### src/sv/rsps_pkg.sv
// rsps_pkg: shared types, constants and the microprogram of the path stepper.
// Used by rsps_ctrl, rsps_datapath and robot_sde_path_step_unit. No dependencies.
package rsps_pkg;

	localparam int POS_BITS     = 24;
	localparam int ANGLE_BITS   = 16;
	localparam int COUNT_BITS   = 16;

	localparam logic [31:0] PHASE_QUARTER = 32'h4000_0000;
	localparam logic [31:0] PHASE_HALF    = 32'h8000_0000;
	localparam logic [31:0] PHASE_30DEG   = 32'd357913941;
	localparam logic [33:0] SIN_A         = 34'd1686629713;
	localparam logic [33:0] SIN_C         = 34'd76016977;
	localparam logic [30:0] SIN_A31       = 31'd1686629713;
	localparam logic [30:0] SIN_B31       = 31'd688904866;
	localparam logic [33:0] INV_06PI      = 34'd2278550919;
	localparam logic [33:0] RECIP_3       = 34'h0AAAA_AAAB;
	localparam logic [59:0] POS_RND       = 60'h0_0001_8000_0000;

	localparam logic signed [27:0] POS_MAX = 28'sd8388607;
	localparam logic signed [27:0] POS_MIN = -28'sd8388608;

	localparam logic [2:0] CFG_INITIAL_X   = 3'd0;
	localparam logic [2:0] CFG_INITIAL_Y   = 3'd1;
	localparam logic [2:0] CFG_INITIAL_HDG = 3'd2;
	localparam logic [2:0] CFG_NOISE_GAIN  = 3'd3;
	localparam logic [2:0] CFG_EXIT_RSQ    = 3'd4;
	localparam logic [2:0] CFG_GOAL_DSQ    = 3'd5;
	localparam logic [2:0] CFG_MAX_STEPS   = 3'd6;

	localparam logic [2:0] ST_RUNNING = 3'd0;
	localparam logic [2:0] ST_EXIT    = 3'd1;
	localparam logic [2:0] ST_GOAL    = 3'd2;
	localparam logic [2:0] ST_LIMIT   = 3'd3;
	localparam logic [2:0] ST_ENDED   = 3'd4;

	typedef enum logic [3:0] {
		UOP_W, UOP_SIN0, UOP_SIN1, UOP_SIN2, UOP_SIN3,
		UOP_MAC_SET, UOP_MAC_SUB, UOP_MAC_ADD, UOP_REC, UOP_HEAD, UOP_SQ
	} uop_kind_t;

	typedef struct packed {
		uop_kind_t   kind;
		logic [2:0]  idx;
	} uop_t;

	typedef struct packed {
		logic  accept;
		logic  issue;
		logic  wb;
		logic  finish;
		logic  report;
		uop_t  uop;
	} dp_cmd_t;

	typedef struct packed {
		logic  live;
	} dp_stat_t;

	localparam logic [5:0] UPC_LAST = 6'd41;

	function automatic uop_kind_t sin_kind(input logic [1:0] s);
		uop_kind_t k;
		case (s)
			2'd0:    k = UOP_SIN0;
			2'd1:    k = UOP_SIN1;
			2'd2:    k = UOP_SIN2;
			default: k = UOP_SIN3;
		endcase
		return k;
	endfunction

	// w1..w3, six trig terms, x sum, y sum, heading, cos of new heading, squared radius
	function automatic uop_t uop_at(input logic [5:0] pc);
		uop_t u;
		logic [5:0] rel;
		logic [5:0] rel6;
		rel  = pc - 6'd3;
		rel6 = pc - 6'd36;
		u.kind = UOP_W;
		u.idx  = 3'd0;
		case (pc) inside
			[6'd0:6'd2]: begin
				u.kind = UOP_W;
				u.idx  = pc[2:0];
			end
			[6'd3:6'd26]: begin
				u.kind = sin_kind(rel[1:0]);
				u.idx  = rel[4:2];
			end
			6'd27: u = '{UOP_MAC_SET, 3'd0};
			6'd28: u = '{UOP_MAC_SUB, 3'd1};
			6'd29: u = '{UOP_MAC_ADD, 3'd2};
			6'd30: u = '{UOP_REC,     3'd0};
			6'd31: u = '{UOP_MAC_SET, 3'd3};
			6'd32: u = '{UOP_MAC_SUB, 3'd4};
			6'd33: u = '{UOP_MAC_SUB, 3'd5};
			6'd34: u = '{UOP_REC,     3'd1};
			6'd35: u = '{UOP_HEAD,    3'd0};
			[6'd36:6'd39]: begin
				u.kind = sin_kind(rel6[1:0]);
				u.idx  = 3'd6;
			end
			6'd40: u = '{UOP_SQ, 3'd0};
			6'd41: u = '{UOP_SQ, 3'd1};
			default: u = '{UOP_W, 3'd0};
		endcase
		return u;
	endfunction

endpackage

### src/sv/rsps_ctrl.sv
// rsps_ctrl: sequencer for the path stepper; walks the microprogram, runs the
// handshakes. Depends on rsps_pkg.
module rsps_ctrl (
	input  logic               clk,
	input  logic               arst_n,
	input  logic               s_tvalid,
	output logic               s_tready,
	output logic               m_tvalid,
	input  logic               m_tready,
	input  rsps_pkg::dp_stat_t stat,
	output rsps_pkg::dp_cmd_t  cmd
);

	typedef enum logic [2:0] {S_IDLE, S_CHECK, S_ISSUE, S_WB, S_FIN, S_DEAD} state_t;

	state_t     state_q;
	logic [5:0] upc_q;
	logic       ready_q;
	logic       valid_q;
	logic       out_free;

	assign out_free   = !valid_q || m_tready;
	assign s_tready   = ready_q;
	assign m_tvalid   = valid_q;

	always_comb begin
		cmd.accept = s_tvalid && ready_q;
		cmd.issue  = (state_q == S_ISSUE);
		cmd.wb     = (state_q == S_WB);
		cmd.finish = (state_q == S_FIN) && out_free;
		cmd.report = (state_q == S_DEAD) && out_free;
		cmd.uop    = rsps_pkg::uop_at(upc_q);
	end

	always_ff @(posedge clk or negedge arst_n) begin
		if (!arst_n) begin
			state_q <= S_IDLE;
			upc_q   <= '0;
			ready_q <= 1'b1;
			valid_q <= 1'b0;
		end else begin
			if (cmd.finish || cmd.report) begin
				valid_q <= 1'b1;
			end else if (m_tready) begin
				valid_q <= 1'b0;
			end
			case (state_q)
				S_IDLE: begin
					if (cmd.accept) begin
						state_q <= S_CHECK;
						ready_q <= 1'b0;
					end
				end
				S_CHECK: begin
					upc_q   <= '0;
					state_q <= stat.live ? S_ISSUE : S_DEAD;
				end
				S_ISSUE: state_q <= S_WB;
				S_WB: begin
					if (upc_q == rsps_pkg::UPC_LAST) begin
						state_q <= S_FIN;
					end else begin
						upc_q   <= upc_q + 6'd1;
						state_q <= S_ISSUE;
					end
				end
				S_FIN, S_DEAD: begin
					if (out_free) begin
						state_q <= S_IDLE;
						ready_q <= 1'b1;
					end
				end
				default: state_q <= S_IDLE;
			endcase
		end
	end

	a_busy_after_accept: assert property (@(posedge clk) disable iff (!arst_n)
		s_tvalid && s_tready |=> !s_tready)
		else $error("accepted a transaction while busy");
	a_issue_then_wb: assert property (@(posedge clk) disable iff (!arst_n)
		cmd.issue |=> cmd.wb)
		else $error("multiply issued without writeback");
	a_result_shown: assert property (@(posedge clk) disable iff (!arst_n)
		cmd.finish || cmd.report |=> m_tvalid && s_tready)
		else $error("result not presented");

endmodule

### config.mk
export PLATFORM = sky130hd
export DESIGN_NAME = rsps_ctrl
export DESIGN_NICKNAME = d
export VERILOG_FILES = /design/src/sv/rsps_pkg.sv /design/src/sv/rsps_ctrl.sv
export SDC_FILE = /design/constraint.sdc
export NUM_CORES = 1
export LEC_CHECK = 0
export BUFFER_PORTS_ARGS = -buffer_cell sky130_fd_sc_hd__buf_4
export CAP_MARGIN = 20
export CORE_UTILIZATION = 35
export DETAILED_ROUTE_END_ITERATION = 7
export GPL_ROUTABILITY_DRIVEN = 0
export GPL_TIMING_DRIVEN = 0
export SYNTH_ARGS = -nofsm -noshare
export SYNTH_HDL_FRONTEND = slang
export SYNTH_SLANG_ARGS = --single-unit
### constraint.sdc
create_clock -name clk -period 6.19 [get_ports clk]
set_clock_uncertainty 0.1 [all_clocks]
set_input_delay 0.619 -clock clk [delete_from_list [all_inputs] [get_ports clk]]
set_output_delay 0.619 -clock clk [all_outputs]
set_load 0.02 [all_outputs]
Word-level counts from Yosys, hierarchy flattened:

Index checks and enable logic that the tools add are counted.

* add/sub/neg operators: 3
* $lt $le $gt $ge: 6
* eq/ne operators: 23
* multiplexer cells: 28
* reduce and logical (&&, ||, !) cells: 19

Operators with widths (count)
* 2-to-1 mux 7 bit: 14
* == test 6 bit, second input constant: 6
* == test 6 x 5 -> 1 bit, second input constant: 5
* one-hot mux 3 bit (3 select lines): 2
* one-hot mux 3 bit (5 select lines): 1
* 2-to-1 mux 3 bit: 4
* one-hot mux 6 bit (2 select lines): 1
* adder 6 x 1 -> 6 bit, second input constant: 1
* == test 3 x 2 -> 1 bit, second input constant: 2
* == test 3 bit, second input constant: 2
* greater-or-equal comparator 6 x 1 -> 1 bit, second input constant: 1
* greater-or-equal comparator 6 x 2 -> 1 bit, second input constant: 1
* greater-or-equal comparator 6 bit, second input constant: 1
* less-or-equal comparator 6 x 2 -> 1 bit, second input constant: 1
* less-or-equal comparator 6 x 5 -> 1 bit, second input constant: 1
* less-or-equal comparator 6 bit, second input constant: 1
* logical AND 1 bit: 6
* 2-to-1 mux 6 bit: 1
* inequality test 2 bit, second input constant: 3
* nonzero test 2 bit: 3
* subtractor 5 x 2 -> 5 bit, second input constant: 1
* == test 2 x 1 -> 1 bit, second input constant: 2
* == test 2 bit, second input constant: 2
* logical NOT 2 bit: 2
* 10 further kinds: 15

* bits in registers: 11
* input port bits: 5
* output and inout bits: 14
* logic and storage cells: 83

Depth between registers and ports, before layout:

Gate-level depths: netlist of run 1.

* depth in word-level cells: 15
* depth in mapped cells: 7
* gate-level depth less buffers: 6

Worst setup path before layout of run 1:

No wires, ideal clock.

* kind: register to output
* from: register upc_q[0]
* to: output port cmd[3] (netlist name)
* data arrival time: 2.011 ns
* required time: 5.471 ns
* slack: 3.460 ns
* stages on the path, launching flop included: 6
* buffers on the path: 0
* cell sequence: dfrtp_1 > ha_1 > or4_4 > o22ai_4 > o311ai_1 > a31oi_1

RTL lines
* start: declaration: RTL line rsps_ctrl.sv:17 `logic [5:0] upc_q;`
* start signal: assignment: RTL line rsps_ctrl.sv:63 `upc_q <= upc_q + 6'd1;`
* end: declaration: RTL line rsps_ctrl.sv:11 `output rsps_pkg::dp_cmd_t cmd`

==> results of run 1 <==
cell type report:
class / instances / area, um^2 / area share, %
buffer: 12 / 58.81 / 4.250
clock buffer: 4 / 26.28 / 1.899
inverter: 7 / 26.28 / 1.899
multi-input combinational: 122 / 805.8 / 58.23
sequential: 11 / 276.5 / 19.98
tap: 44 / 55.05 / 3.978
timing repair buffer: 18 / 135.1 / 9.765
routing by layer:
| metal | wire length (um) | vias to the layer above |
|---|---|---|
| li1 | - | 608 |
| met4 | 12 | 0 |
| met5 | 0 | - |
| met1 | 1471 | 577 |
| met2 | 1378 | 44 |
| met3 | 163 | 2 |
per-stage QoR:
step / utilization, % / cell area [um^2] / hold slack (ns) / power [W]
2_1_floorplan: - / 1167 / 0.2234 / 0.0004408
3_3_place_gp: 43.75 / 1358 / 0.3580 / 0.0005557
3_5_place_dp: 43.75 / 1358 / 0.3606 / 0.0005631
4_1_cts: 44.60 / 1384 / 0.05978 / 0.0006140
5_1_grt: 44.60 / 1384 / 0.06319 / 0.0006714
6_report: 44.60 / 1384 / 0.06246 / 0.0006163
kinds of logic after synthesis:
group,Yosys count,share of synthesized area [%]
adder cells (fa/ha/maj),5,5.359
multiplexers,2,1.822
flip-flops,11,23.69
AND/OR/NAND/NOR,71,32.80
AO/OA/AOI/OAI,38,24.55
buffers and inverters,19,7.288
XOR/XNOR,6,4.502
Yosys cell counts (5+ instances only):
cell      number  area, um^2
nor3_1         8       40.04
nor2_1        20       75.07
o21ai_0        5       25.02
a21oi_1        7       35.03
clkbuf_1       6       22.52
ha_1           5       62.56
buf_2          5       25.02
nand2_1       10       37.54
dfrtp_1       10       250.2
nand2b_1       5       31.28
inv_1          7       26.28
worst max-delay path by stage:
stage	from	to	slack (ns)	depth (start not counted)
2_1_floorplan	upc_q[0]	cmd[3]	3.46	5
3_3_place_gp	upc_q[0]	cmd[0]	3.22	7
3_5_place_dp	upc_q[0]	cmd[0]	3.21	7
4_1_cts	upc_q[0]	cmd[0]	2.90	7
5_1_grt	upc_q[0]	cmd[0]	2.66	7
6_report	upc_q[0]	cmd[0]	2.84	7
critical path: stages (launching register included):
cell and delay (ns):
dfrtp_1 0.53, inv_1 0.12, ha_1 0.26, clkbuf_1 0.24, o21ai_1 0.55, o311ai_0 0.26, o22a_1 0.24, buf_4 0.16
cells in the final DEF, fill, tap and decap left out, types with 2 or more instances in the layout:
cell type | netlist | final
a21oi_1 | 7 | 7
and2_1 | 2 | 2
and3_1 | 3 | 3
buf_2 | 5 | 5
buf_4 | 0 | 18
clkbuf_1 | 6 | 7
clkbuf_4 | 0 | 3
dfrtp_1 | 10 | 10
ha_1 | 5 | 5
inv_1 | 7 | 7
nand2_1 | 10 | 10
nand2b_1 | 5 | 5
nand3_1 | 3 | 3
nand4_1 | 3 | 3
nor2_1 | 20 | 20
nor3_1 | 8 | 8
nor3b_1 | 2 | 2
nor4_1 | 2 | 2
o211ai_1 | 2 | 2
o21ai_0 | 5 | 5
o31a_1 | 3 | 3
o31ai_1 | 3 | 3
o32ai_1 | 2 | 2
or2_2 | 2 | 2
or3_1 | 2 | 2
xnor2_1 | 3 | 3
xor2_1 | 3 | 3
sequential cells by signal, summed over array words and instances (netlist names):
| signal | flops |
|---|---|
| upc_q | 6 |
| s_tready | 1 |
| m_tvalid | 1 |
| state_q | 3 |
where the power goes:
group | total (W) | internal, W | switching [W]
registers | 0.000123 | 0.0000956 | 0.0000278
clock network | 0.0000500 | 0.0000250 | 0.0000249
logic | 0.000443 | 0.000181 | 0.000262
==> metrics.yaml, run 1 <==
cts.sinks: 11
syn-cell-area_um2: 1167
pre_cts_ws_ns: 3.211
grt_pass1_wl_um: 5257
max_slew_margin_pct: 59.11
holdCritPathClass: "input pin to async pin"
grt_pass1_vias: 1130
fin_nets: 185
htreeDepth: 1
synth_seq_cells: 11
gr-total-overflow: 0
dp_hpwl_um: 2249
n_antenna_cell: 0
power.density_nw_per_um2: 445.3
path_max_fanout: 11
regToRegSetupSlack_ns: 4.20
vdd_drop_max_uv: 220.9
wl_per_cell_um: 13.88
post_cts_buffers: 0
cts_resized: 0
rr_endpoint: "state_q[1]"
reg2reg_from: "upc_q[1]"
antenna_found_initial: 0
synth_nets: 162
fin_cells: 218
finalHoldViolCount: 0
crit_arrival_ns: 2.64
cts_root_buffer: "clkbuf_4"
ys_seq_area_share_pct: 23.69
die_height_um: 59.75
grt_setup_unrepaired: "false"
cts_tree: "done"
num_rows: 20
setup.worst_path.class: "flop to primary output"
fin_crit_ns: 3.354
cts_buffers: 3
end_kind: "primary output"
clock_latency_ns: 0.28
gr-usage-met1_pct: 28.91
yosysWarnings: 0
setup.worst_path.start_class: "flop"
p_leak_nw: 0.6002
port-buffer-count: 18
grt_usage_pct: 19.23
final_max_slew_viol_count: 0
path_clk_slew_ns: 0.07
maxCapViolations: 0
die_area_um2: 3570
setup_violations: 0
synth_ff_type: "dfrtp_1"
dr.pass1.iters: 4
ant_nets: 0
finalSetupTns_ns: 0
dp_cells: 214
via_count: 1231
worstMarginPinSlew_ns: 0.6093
cp.required_ns: 5.47
grt_max_degree: 12
avgSynthCellArea_um2: 7.680
synth_cells: 152
max_freq_mhz: 298.1
core_area_um2: 3103
period_share_pct: 54.19
fin_ws_ns: 2.836
die_w_um: 59.75
ys_types: 54
gr-usage-met3_pct: 4.545
r2r_cells: 7
busiest_layer: "met1"
synth_edf_count: 0
async_flop_share_pct: 100.0
wl_um: 3026
io_pins: 19
postCtsHoldBufs: 0
nFillCells: 344
met2_usage_pct: 28.10
viasPerCell: 5.647
drc: 0
drive_gt1_share_pct: 20.11
drtIter0Drc: 68
cts_buffer_depth: 2
initial_core_util_pct: 37.62
area_growth_pct: 18.54
status: "finished clean"
Note: power is estimated with default switching activity, not from simulation.
==> inputs of run 2 (changes only) <==
- clock period: 6.19 -> 3.3 ns (I/O delays scaled with it)
==> run 2 against run 1 <==
  * Die area did not move
  * Via count is 0.57% lower
  * Routed wire length increased by 0.73%
  * Critical path depth unchanged
  * Sequential power increased by 88%
  * Sequential share of layout area is 0.14 points lower
  * Hold slack improved by 0.24 ns
  * First-iteration DRC count rose by 7.4%
  * Clock-buffer cell count stayed put
==> metrics.yaml, run 2 (synthesis results as in run 1) <==
path_max_fanout: 11  # unchanged
setup.worst_path.start_class: "flop"  # unchanged
wl_um: 3048  # was 3026 um
cts_tree: "done"  # unchanged
setup.worst_path.class: "flop to primary output"  # unchanged
drtIter0Drc: 73  # was 68
cts_buffer_depth: 2  # unchanged
io_pins: 19  # unchanged
reg.largest.list: "upc_q (6), state_q (3)"  # unchanged
largest-register: "upc_q"  # unchanged
grt_setup_unrepaired: "false"  # unchanged
period_share_pct: 93.07
path_clk_slew_ns: 0.07  # about the same
holdPathStages: 4
die_area_um2: 3570  # unchanged
antenna_found_initial: 0  # unchanged
power.density_nw_per_um2: 830.7  # was 445.3 nW/um^2
viasPerCell: 5.589  # was 5.647
max_slew_margin_pct: 58.34  # was 59.11%
htreeDepth: 1  # unchanged
max_freq_mhz: 325.6
whs_ns: 0.3062  # was 0.06246 ns
die_height_um: 59.75  # unchanged
drc: 0  # unchanged
worstMarginPinSlew_ns: 0.6208  # was 0.6093 ns
port-buffer-count: 18  # unchanged
grt_usage_pct: 19.32  # was 19.23%
worstHoldEndpoint: "s_tready"
via_count: 1224  # was 1231
wl_per_cell_um: 13.92  # was 13.88 um
initial_core_util_pct: 37.62  # unchanged
nFillCells: 343  # was 344
ant_nets: 0  # unchanged
cts_resized: 0  # unchanged
reg2reg_from: "upc_q[1]"  # unchanged
vdd_drop_max_uv: 415.4  # was 220.9 uV
clock_latency_ns: 0.28  # about the same
layout_common_cells: "20 x nor2_1, 18 x buf_4, 10 x nand2_1, 10 x dfrtp_1, 8 x nor3_1"  # unchanged
status: "finished clean"  # unchanged
largest_register_ffs: 6  # unchanged
area_growth_pct: 19.40  # was 18.54%
postCtsHoldBufs: 1  # was 0
core_area_um2: 3103  # unchanged
fin_cells: 219  # was 218
cts_root_buffer: "clkbuf_4"  # unchanged
dp_cells: 214  # unchanged
crit_arrival_ns: 2.64  # about the same
end_kind: "primary output"  # unchanged
dr.pass1.iters: 4  # unchanged
finalSetupTns_ns: 0  # unchanged
grt_pass1_wl_um: 5285  # was 5257 um
grt_max_degree: 12  # unchanged
rr_endpoint: "state_q[1]"  # unchanged
fin_nets: 186  # was 185
maxCapViolations: 0  # unchanged
multi_input_area_um2: 805.8  # unchanged
hold_start: "s_tvalid"
setup_violations: 0  # unchanged
die_w_um: 59.75  # unchanged
final_core_util_pct: 44.92  # was 44.60%
grt_pass1_vias: 1137  # was 1130
fin_crit_ns: 3.071
drive_gt1_share_pct: 20.00  # was 20.11%
n_antenna_cell: 0  # unchanged
final_max_slew_viol_count: 0  # unchanged
seqCellArea_um2: 276.5  # unchanged
num_rows: 20  # unchanged
holdCritPathClass: "input pin to flop"  # was input pin to async pin
regToRegSetupSlack_ns: 1.31  # was 4.20 ns
cp.required_ns: 2.87  # was 5.47 ns
finalHoldViolCount: 0  # unchanged
cts_buffers: 3  # unchanged
gr-total-overflow: 0  # unchanged
dp_hpwl_um: 2249  # unchanged
r2r_cells: 7  # unchanged
p_leak_nw: 0.6044  # was 0.6002 nW
cts.sinks: 11  # unchanged
final_common_cell: "nor2_1"  # unchanged
post_cts_buffers: 0  # unchanged
-- run 2: power breakdown --
group / leakage (nW) / total [W] / internal [W] / switching, W
sequential: 0.143 / 0.000231 / 0.000179 / 0.0000520
clock: 0.0150 / 0.0000938 / 0.0000470 / 0.0000468
combinational: 0.447 / 0.000833 / 0.000340 / 0.000493
-- run 2: metal layers --
layer  part of all wire (%)  up-vias  global-route usage [%]
met4                   0.43        0                   2.990
met2                     45       40                   28.10
li1                       -      609                       -
met3                    5.5        2                   4.545
met5                      0        -                       0
met1                     49      573                   29.18
-- run 2: area by class of cell --
| class | instances | area share [%] |
|---|---|---|
| plain buffers | 12 | 4.219 |
| clock buffers | 4 | 1.885 |
| inverters | 7 | 1.885 |
| multi-input cells | 122 | 57.81 |
| flip-flops and latches | 11 | 19.84 |
| well taps | 44 | 3.950 |
| repair buffers | 19 | 10.41 |
-- run 2: worst max-delay path by stage --
stage,from,endpoint,slack [ns]
after floorplan,upc_q[0],cmd[3],0.86
after global placement,upc_q[0],cmd[0],0.62
after detailed placement,upc_q[0],cmd[0],0.61
after CTS,upc_q[0],cmd[0],0.30
after global routing,upc_q[0],cmd[0],0.06
final,upc_q[0],cmd[0],0.23
-- run 2: worst max-delay path, stage by stage, from the launching register on --
cell	delay, ns
dfrtp_1	0.53
inv_1	0.12
ha_1	0.26
clkbuf_1	0.24
o21ai_1	0.56
o311ai_0	0.26
o22a_1	0.24
buf_4	0.16
-- run 2: per-stage QoR --
stage,area [um^2],setup slack (ns),power (W)
5_1_grt,1394,0.05939,0.001260
6_report,1394,0.2287,0.001158
2_1_floorplan,1167,0.8592,0.0008268
3_3_place_gp,1358,0.6202,0.001042
3_5_place_dp,1358,0.6104,0.001056
4_1_cts,1394,0.2998,0.001153
==> inputs of run 3 (changes only) <==
- BUFFER_PORTS_ARGS: -buffer_cell sky130_fd_sc_hd__buf_4 -> -buffer_cell sky130_fd_sc_hd__clkbuf_2
- CORE_MARGIN: not set -> 1.5
==> run 3 against run 2 <==
  * Register-to-register slack worse by 0.05 ns
  * Critical endpoint unchanged
  * Hold slack better by 0.0058 ns
  * Fmax is 0.91% higher
  * Clock-buffer cell count stayed put
  * Worst setup slack better by 0.028 ns
  * Global-route usage is 0.21 points lower
  * Clock power is 5.5% lower
  * Die area is 3.4% higher
  * Critical path depth stayed put
  * Design area is 3.2% lower
  * Via count hardly changed
==> metrics.yaml, run 3 (synthesis results as in run 1) <==
final_max_slew_viol_count: 0  # unchanged
layout_common_cells: "20 x nor2_1, 18 x clkbuf_2, 10 x nand2_1, 10 x dfrtp_1, 8 x nor3_1"  # was 20 x nor2_1, 18 x buf_4, 10 x nand2_1, 10 x dfrtp_1, 8 x nor3_1
drtIter0Drc: 56  # was 73
area_growth_pct: 15.54  # was 19.40%
worstMarginPinSlew_ns: 0.6231  # was 0.6208 ns
cts.sinks: 11  # unchanged
die_height_um: 60.75  # was 59.75 um
setup.worst_path.start_class: "flop"  # unchanged
via_count: 1225  # was 1224
post_cts_buffers: 0  # unchanged
setup_violations: 0  # unchanged
grt_pass1_wl_um: 5388  # was 5285 um
setup.worst_path.class: "flop to primary output"  # unchanged
cts_root_buffer: "clkbuf_4"  # unchanged
dp_hpwl_um: 2363  # was 2249 um
final_common_cell: "nor2_1"  # unchanged
finalHoldViolCount: 0  # unchanged
crit_arrival_ns: 2.61  # was 2.64 ns
dp_cells: 214  # unchanged
finalSetupTns_ns: 0  # unchanged
cts_buffer_depth: 2  # unchanged
postCtsHoldBufs: 1  # unchanged
htreeDepth: 1  # unchanged
end_kind: "primary output"  # unchanged
fin_crit_ns: 3.044  # was 3.071 ns
max_slew_margin_pct: 58.18  # was 58.34%
die_area_um2: 3691  # was 3570 um^2
io_pins: 19  # unchanged
status: "finished clean"  # unchanged
fin_nets: 186  # unchanged
max_freq_mhz: 328.6  # was 325.6 MHz
grt_usage_pct: 19.11  # was 19.32%
maxCapViolations: 0  # unchanged
critPathSlowestCell: "o21ai_1"  # unchanged
ant_nets: 0  # unchanged
antenna_found_initial: 0  # unchanged
cp_top_family: "compound AO/OA/AOI/OAI gates"  # unchanged
holdCritPathClass: "input pin to flop"  # unchanged
cts_buffers: 3  # unchanged
wl_per_cell_um: 14.53  # was 13.92 um
fin_cells: 219  # unchanged
cts_tree: "done"  # unchanged
power.total_w: 0.001122  # was 0.001158 W
path_clk_slew_ns: 0.06  # was 0.07 ns
power.density_nw_per_um2: 832.2  # was 830.7 nW/um^2
grt_max_degree: 12  # unchanged
cts_resized: 0  # unchanged
worstSetupPathDepth: 7  # unchanged
largest-register: "upc_q"  # unchanged
gr-total-overflow: 0  # unchanged
initial_core_util_pct: 37.62  # unchanged
cp_slowest_stage_delay_ns: 0.56  # about the same
grt_setup_unrepaired: "false"  # unchanged
pre_cts_ws_ns: 0.5792  # was 0.6104 ns
drc: 0  # unchanged
p_leak_nw: 0.5909  # was 0.6044 nW
period_share_pct: 92.23  # was 93.07%
core_area_um2: 3103  # unchanged
path_buf_inv: 3  # unchanged
cp.required_ns: 2.87  # about the same
port-buffer-count: 18  # unchanged
wl_um: 3183  # was 3048 um
clock_latency_ns: 0.27  # was 0.28 ns
r2r_cells: 7  # unchanged
fin_ws_ns: 0.2564  # was 0.2287 ns
drive_gt1_share_pct: 20.00  # unchanged
largest_register_ffs: 6  # unchanged
vdd_drop_max_uv: 327.0  # was 415.4 uV
path_max_fanout: 11  # unchanged
reg.largest.list: "upc_q (6), state_q (3)"  # unchanged
grt_pass1_vias: 1123  # was 1137
viasPerCell: 5.594  # was 5.589
num_rows: 20  # unchanged
n_antenna_cell: 0  # unchanged
holdPathStages: 4  # unchanged
die_w_um: 60.75  # was 59.75 um
dr.pass1.iters: 5  # was 4
crit_chain: "inv_1 > ha_1 > clkbuf_1 > o21ai_1 > o311ai_0 > o22a_1 > clkbuf_2"  # was inv_1 > ha_1 > clkbuf_1 > o21ai_1 > o311ai_0 > o22a_1 > buf_4
## run 3: changes by cell type in the layout (fill, tap and decap cells not counted), sizes merged
cell / change
buf: -18
clkbuf: +18
## run 3: worst paths after layout
path | startpoint | to | slack [ns]
worst max-delay path | upc_q[0] | cmd[0] | 0.26
worst min-delay path | s_tvalid | s_tready | 0.31
worst max register to register | upc_q[1] | state_q[1] | 1.26
worst min register to register | s_tready | s_tready | 0.45
max in group asynchronous | arst_n | s_tready | 2.45
min in group asynchronous | arst_n | upc_q[1] | 0.38
## run 3: metrics by stage
step                cell area [um^2]  hold WS, ns  util, %
CTS                             1349       0.3092    43.47
floorplan                       1167     -0.06559        -
detailed placement              1313       0.1207    42.30
global route                    1349       0.3168    43.47
global placement                1313       0.1164    42.30
finish                          1349       0.3120    43.47
## run 3: worst reg2reg max path, delay by kind of cell, from the launching register on
family	cells	cell delay (ns)
adder cells (fa/ha/maj)	1	0.17
buffers and inverters	2	0.49
flip-flops	1	0.44
AND/OR/NAND/NOR	3	0.55
AO/OA/AOI/OAI	1	0.16
## run 3: per-layer routing
metal	wire [um]	vias up	share of wire, %	track usage, %
met5	0	-	0	0
met4	0	0	0	1.553
met3	115	0	3.6	4.264
met2	1554	27	49	29.65
met1	1514	598	48	28.40
li1	-	600	-	-
## run 3: layout make-up
class | count | area [um^2]
plain buffers | 12 | 58.81
clock buffers | 4 | 26.28
fillers | 347 | 1754
inverters | 7 | 26.28
multi-input cells | 122 | 805.8
flip-flops and latches | 11 | 276.5
well taps | 44 | 55.05
repair buffers | 19 | 100.1
## run 3: report_power, final
part	switching (W)	internal, W
logic	0.000498	0.000301
clock network	0.0000418	0.0000468
registers	0.0000552	0.000179
